<file path="src/smeu_pkg.sv">
// Package: opcodes, status codes, controller states and command/status structs.
`default_nettype none
package smeu_pkg;
   localparam int STACK_DEPTH = 128;
   localparam int LOCAL_COUNT = 64;
   localparam int SP_W = $clog2(STACK_DEPTH + 1);
   localparam int SA_W = $clog2(STACK_DEPTH);
   localparam int LA_W = (LOCAL_COUNT > 1) ? $clog2(LOCAL_COUNT) : 1;
   localparam int LC_W = $clog2(LOCAL_COUNT + 1);
   localparam int DIV_STEPS = 32;

   localparam logic [3:0] OP_PUSH  = 4'd0;
   localparam logic [3:0] OP_POP   = 4'd1;
   localparam logic [3:0] OP_ADD   = 4'd2;
   localparam logic [3:0] OP_SUB   = 4'd3;
   localparam logic [3:0] OP_MUL   = 4'd4;
   localparam logic [3:0] OP_DIV   = 4'd5;
   localparam logic [3:0] OP_MOD   = 4'd6;
   localparam logic [3:0] OP_CMP   = 4'd7;
   localparam logic [3:0] OP_JF    = 4'd8;
   localparam logic [3:0] OP_JT    = 4'd9;
   localparam logic [3:0] OP_JFWD  = 4'd10;
   localparam logic [3:0] OP_JABS  = 4'd11;
   localparam logic [3:0] OP_LDLOC = 4'd12;
   localparam logic [3:0] OP_STLOC = 4'd13;
   localparam logic [3:0] OP_TOP   = 4'd14;

   localparam logic [15:0] CMP_LT = 16'd0;
   localparam logic [15:0] CMP_LE = 16'd1;
   localparam logic [15:0] CMP_NE = 16'd3;
   localparam logic [15:0] CMP_GT = 16'd4;
   localparam logic [15:0] CMP_GE = 16'd5;

   localparam logic [1:0] ST_OK    = 2'd0;
   localparam logic [1:0] ST_UNDER = 2'd1;
   localparam logic [1:0] ST_FULL  = 2'd2;
   localparam logic [1:0] ST_DIV0  = 2'd3;

   typedef enum logic [2:0] {
      S_IDLE, S_RD_B, S_RD_A, S_EXEC, S_DIV, S_WB, S_TOP, S_OUT
   } state_type;

   typedef struct packed {
      logic latch;    // capture request
      logic rd_b;     // read stack[sp-1] as b (pops)
      logic rd_a;     // read stack[sp-1] as a (pops)
      logic exec;     // compute result, may start divider
      logic div_step;
      logic wb;       // push / local store
      logic rd_top;   // read top for result
      logic out;      // load output register
   } cmd_type;

   typedef struct packed {
      logic need_b;
      logic need_a;
      logic is_div;
      logic div_done;
      logic clr_busy; // locals still being cleared after reset
   } sts_type;
endpackage
`default_nettype wire

</file>
<file path="src/smeu_ctrl.sv">
// Controller state machine for the stack machine execute unit.
`default_nettype none
module smeu_ctrl (
   input  wire logic              clock,
   input  wire logic              reset,
   input  wire logic              req_valid,
   output logic                   req_ready,
   input  wire logic              out_busy,
   input  wire smeu_pkg::sts_type sts,
   output smeu_pkg::cmd_type      cmd
);
   import smeu_pkg::*;
   state_type state_ff, state_in;

   always_ff @(posedge clock) begin
      if (reset) state_ff <= S_IDLE;
      else state_ff <= state_in;
   end

   always_comb begin
      state_in = state_ff;
      unique case (state_ff)
         S_IDLE: if (req_valid && !sts.clr_busy) state_in = S_RD_B;
         S_RD_B: state_in = S_RD_A;
         S_RD_A: state_in = S_EXEC;
         S_EXEC: state_in = sts.is_div ? S_DIV : S_WB;
         S_DIV:  if (sts.div_done) state_in = S_WB;
         S_WB:   state_in = S_TOP;
         S_TOP:  state_in = S_OUT;
         S_OUT:  if (!out_busy) state_in = S_IDLE;
         default: state_in = S_IDLE;
      endcase
   end

   always_comb begin
      cmd = '0;
      req_ready = 1'b0;
      unique case (state_ff)
         S_IDLE: begin
            req_ready = !sts.clr_busy;
            cmd.latch = req_valid && !sts.clr_busy;
         end
         S_RD_B: cmd.rd_b = sts.need_b;
         S_RD_A: cmd.rd_a = sts.need_a;
         S_EXEC: cmd.exec = 1'b1;
         S_DIV:  cmd.div_step = 1'b1;
         S_WB:   cmd.wb = 1'b1;
         S_TOP:  cmd.rd_top = 1'b1;
         S_OUT:  cmd.out = !out_busy;
         default: cmd = '0;
      endcase
   end
endmodule
`default_nettype wire

</file>
<file path="config.mk">
export PLATFORM = sky130hd
export DESIGN_NAME = smeu_ctrl
export DESIGN_NICKNAME = d
export VERILOG_FILES = /design/src/smeu_pkg.sv /design/src/smeu_ctrl.sv
export SDC_FILE = /design/constraint.sdc
export NUM_CORES = 1
export LEC_CHECK = 0
export BUFFER_PORTS_ARGS = -buffer_cell sky130_fd_sc_hd__buf_2
export CAP_MARGIN = 15
export CORE_AREA = 4 4 41 43
export DETAILED_ROUTE_END_ITERATION = 8
export DIE_AREA = 0 0 45 47
export SLEW_MARGIN = 40
export SYNTH_ARGS = -nofsm -noshare
export SYNTH_HDL_FRONTEND = slang
export SYNTH_SLANG_ARGS = --single-unit
export TNS_END_PERCENT = 100
</file>
<file path="constraint.sdc">
create_clock -name clock -period 1.2 [get_ports clock]
set_input_delay 0.24 -clock clock [delete_from_list [all_inputs] [get_ports clock]]
set_output_delay 0.24 -clock clock [all_outputs]
set_load 0.02 [all_outputs]
</file>
==> impl_metrics.tcl <==
set metrics [dict create \
    routed-via-count 283 \
    antenna_left 0 \
    fin_tns_setup_ps -948 \
    routabilityCongestion 0.658 \
    largest-register "state_ff" \
    grt_overflow 0 \
    hold_class "in2reg" \
    setup_violations 8 \
    drt-wirelength-per-cell_um 11.0 \
    synth_largest_area_cell "dfxtp_1" \
    antenna_cells 0 \
    grt_pass1_wl_um 1190 \
    syn_inst 25 \
    routed_wl_um 724 \
    rsz0062_at_grt "yes" \
    antenna_found_initial 0 \
    clockBufferDepth 2 \
    layout_commonest_cell "buf_2" \
    clk_latency_ps 230 \
    mostFrequentLayoutCells "buf_2, buf_6, buf_4, clkbuf_4, dfxtp_4" \
    die_w_um 45 \
    syn_area_um2 225 \
    grt_max_degree 11 \
    max_freq_ghz 0.722 \
    slew_headroom_pct 85.8 \
    finalMaxSlewViolations 0 \
    nNetsFinal 61 \
    placed_area_um2 352 \
    start_util_pct 17.3 \
    grt_usage_pct 8.05 \
    violations "negative setup slack" \
    cts.reportedPaths.clkPinSlew_ps 40 \
    final_cell_area_um2 468 \
    synthesis.nets 34 \
    cp-start-kind "flop" \
    coreArea_um2 1300 \
    reg2regPathDepth 4 \
    worst_slew_pin_slew_ps 211 \
    crit_type "reg2out" \
    post-route-period-util_pct 115 \
    clock_sinks 3 \
    worstPathArrival_ps 1140 \
    dp.cells 58 \
    dpl.hpwl_um 499 \
    pre_cts_slack_ps -84.5 \
    finalHoldViolations 0 \
    largest_register_ffs 3 \
    hold_path_depth 2 \
    viasPerCell 4.29 \
    drive_gt1_share_pct 76.5 \
    tritoncts "built" \
    numPortBuffers 17 \
    dr.first_iter.drc_count 2 \
    fillers 145 \
    crit_path_end_kind "output port" \
    vdd_drop_max_mv 0.786 \
    cap_violations 0 \
    drt_pass1_iterations 2 \
    cts_hold_buf 0 \
    drc 0 \
    grt_pass1_vias 295 \
    placementRows 13 \
    p_leak_nw 0.216 \
    powerDensity_nw_per_um2 1070 \
    syn_area_per_cell_um2 9.01 \
    fin_skew_ps 0.272 \
    synthTopCellsByArea "dfxtp_1, and2_1, a221oi_2" \
    path_max_fanout 7 \
    root_buffer "clkbuf_4" \
    syn2layout_area_growth_pct 108 \
    ys_seq_area_share_pct 26.7 \
    top_level_ports 18 \
    min_period_ps 1380 \
    ys_seq_elements 3 \
    p_total_uw 503 \
    dieArea_um2 2120 \
    cts.htree.levels 1 \
    reg_top3 "state_ff x3" \
    numCtsBuffers 3 \
    synth_top_area_share_pct 26.7 \
    synth.distinct_cells 16 \
    critical_path_required_ps 960 \
    layout.cells.non_filler 66 \
    worst_slack_ps -185 \
    outcome "complete, but fails checks" \
    yosys_warnings 0 \
    die_h_um 47 \
]
power breakdown:
group | leakage (nW) | internal, mW | switching [mW]
logic | 0.174 | 0.103 | 0.0747
registers | 0.0267 | 0.116 | 0.0325
clock network | 0.0150 | 0.125 | 0.0518
total | 0.216 | 0.344 | 0.159
per-stage QoR:
stage	util (%)	hold slack, ps
2_1_floorplan	-	306
3_3_place_gp	27.0	441
3_5_place_dp	27.0	443
4_1_cts	33.6	192
5_1_grt	36.0	210
6_report	36.0	200
what timing repair did:
item | CTS | global route
endpoints found under the hold margin | 0 | 0
resized for setup | 16 | 7
endpoints found under the setup margin | 10 | 10
pin swaps | 1 | 5
setup buffers | 2 | 2
worst paths after layout:
check        slack, ps   startpoint     endpoint
max               -180  state_ff[0]       cmd[7]
min                200        reset  state_ff[0]
max reg2reg         90  state_ff[2]  state_ff[0]
min reg2reg        610  state_ff[0]  state_ff[0]
cells by family (layout without fill, tap and decap cells):
group	count (synthesis)	in the layout	synth area share (%)
flops	3	3	26.7
buf+inv	1	27	5.00
compound gates	4	4	13.3
simple gates	17	17	55.0
cell type report:
cell class	instances	area, um^2	share of cell area (%)
clock buffer	4	26.3	5.61
multi-input combinational	21	176	37.7
sequential	3	71.3	15.2
tap	15	18.8	4.01
timing repair buffer	23	175	37.4
cells in the mapped netlist:
cell,number
nor2_1,4
and2_1,3
dfxtp_1,3
a21oi_1,2
nor3_1,2
a221oi_2,1
and3b_1,1
and3b_2,1
and4bb_2,1
buf_6,1
nand2_2,1
nor3b_1,1
nor3b_2,1
nor4_2,1
nor4bb_1,1
o21ai_0,1
worst max-delay path: stages (launching register included):
cell and delay, ps:
dfxtp_4 360, nor4_4 260, and2_4 180, buf_6 100
metal layers:
metal	track usage [%]	part of all wire [%]	wire length, um	up-vias
li1	-	-	-	145
met1	9.30	44	315	123
met2	11.9	44	316	15
met3	6.13	13	92	0
met4	1.75	0	0	0
met5	0	0	0	-
Power figures use the tool's default switching activity.
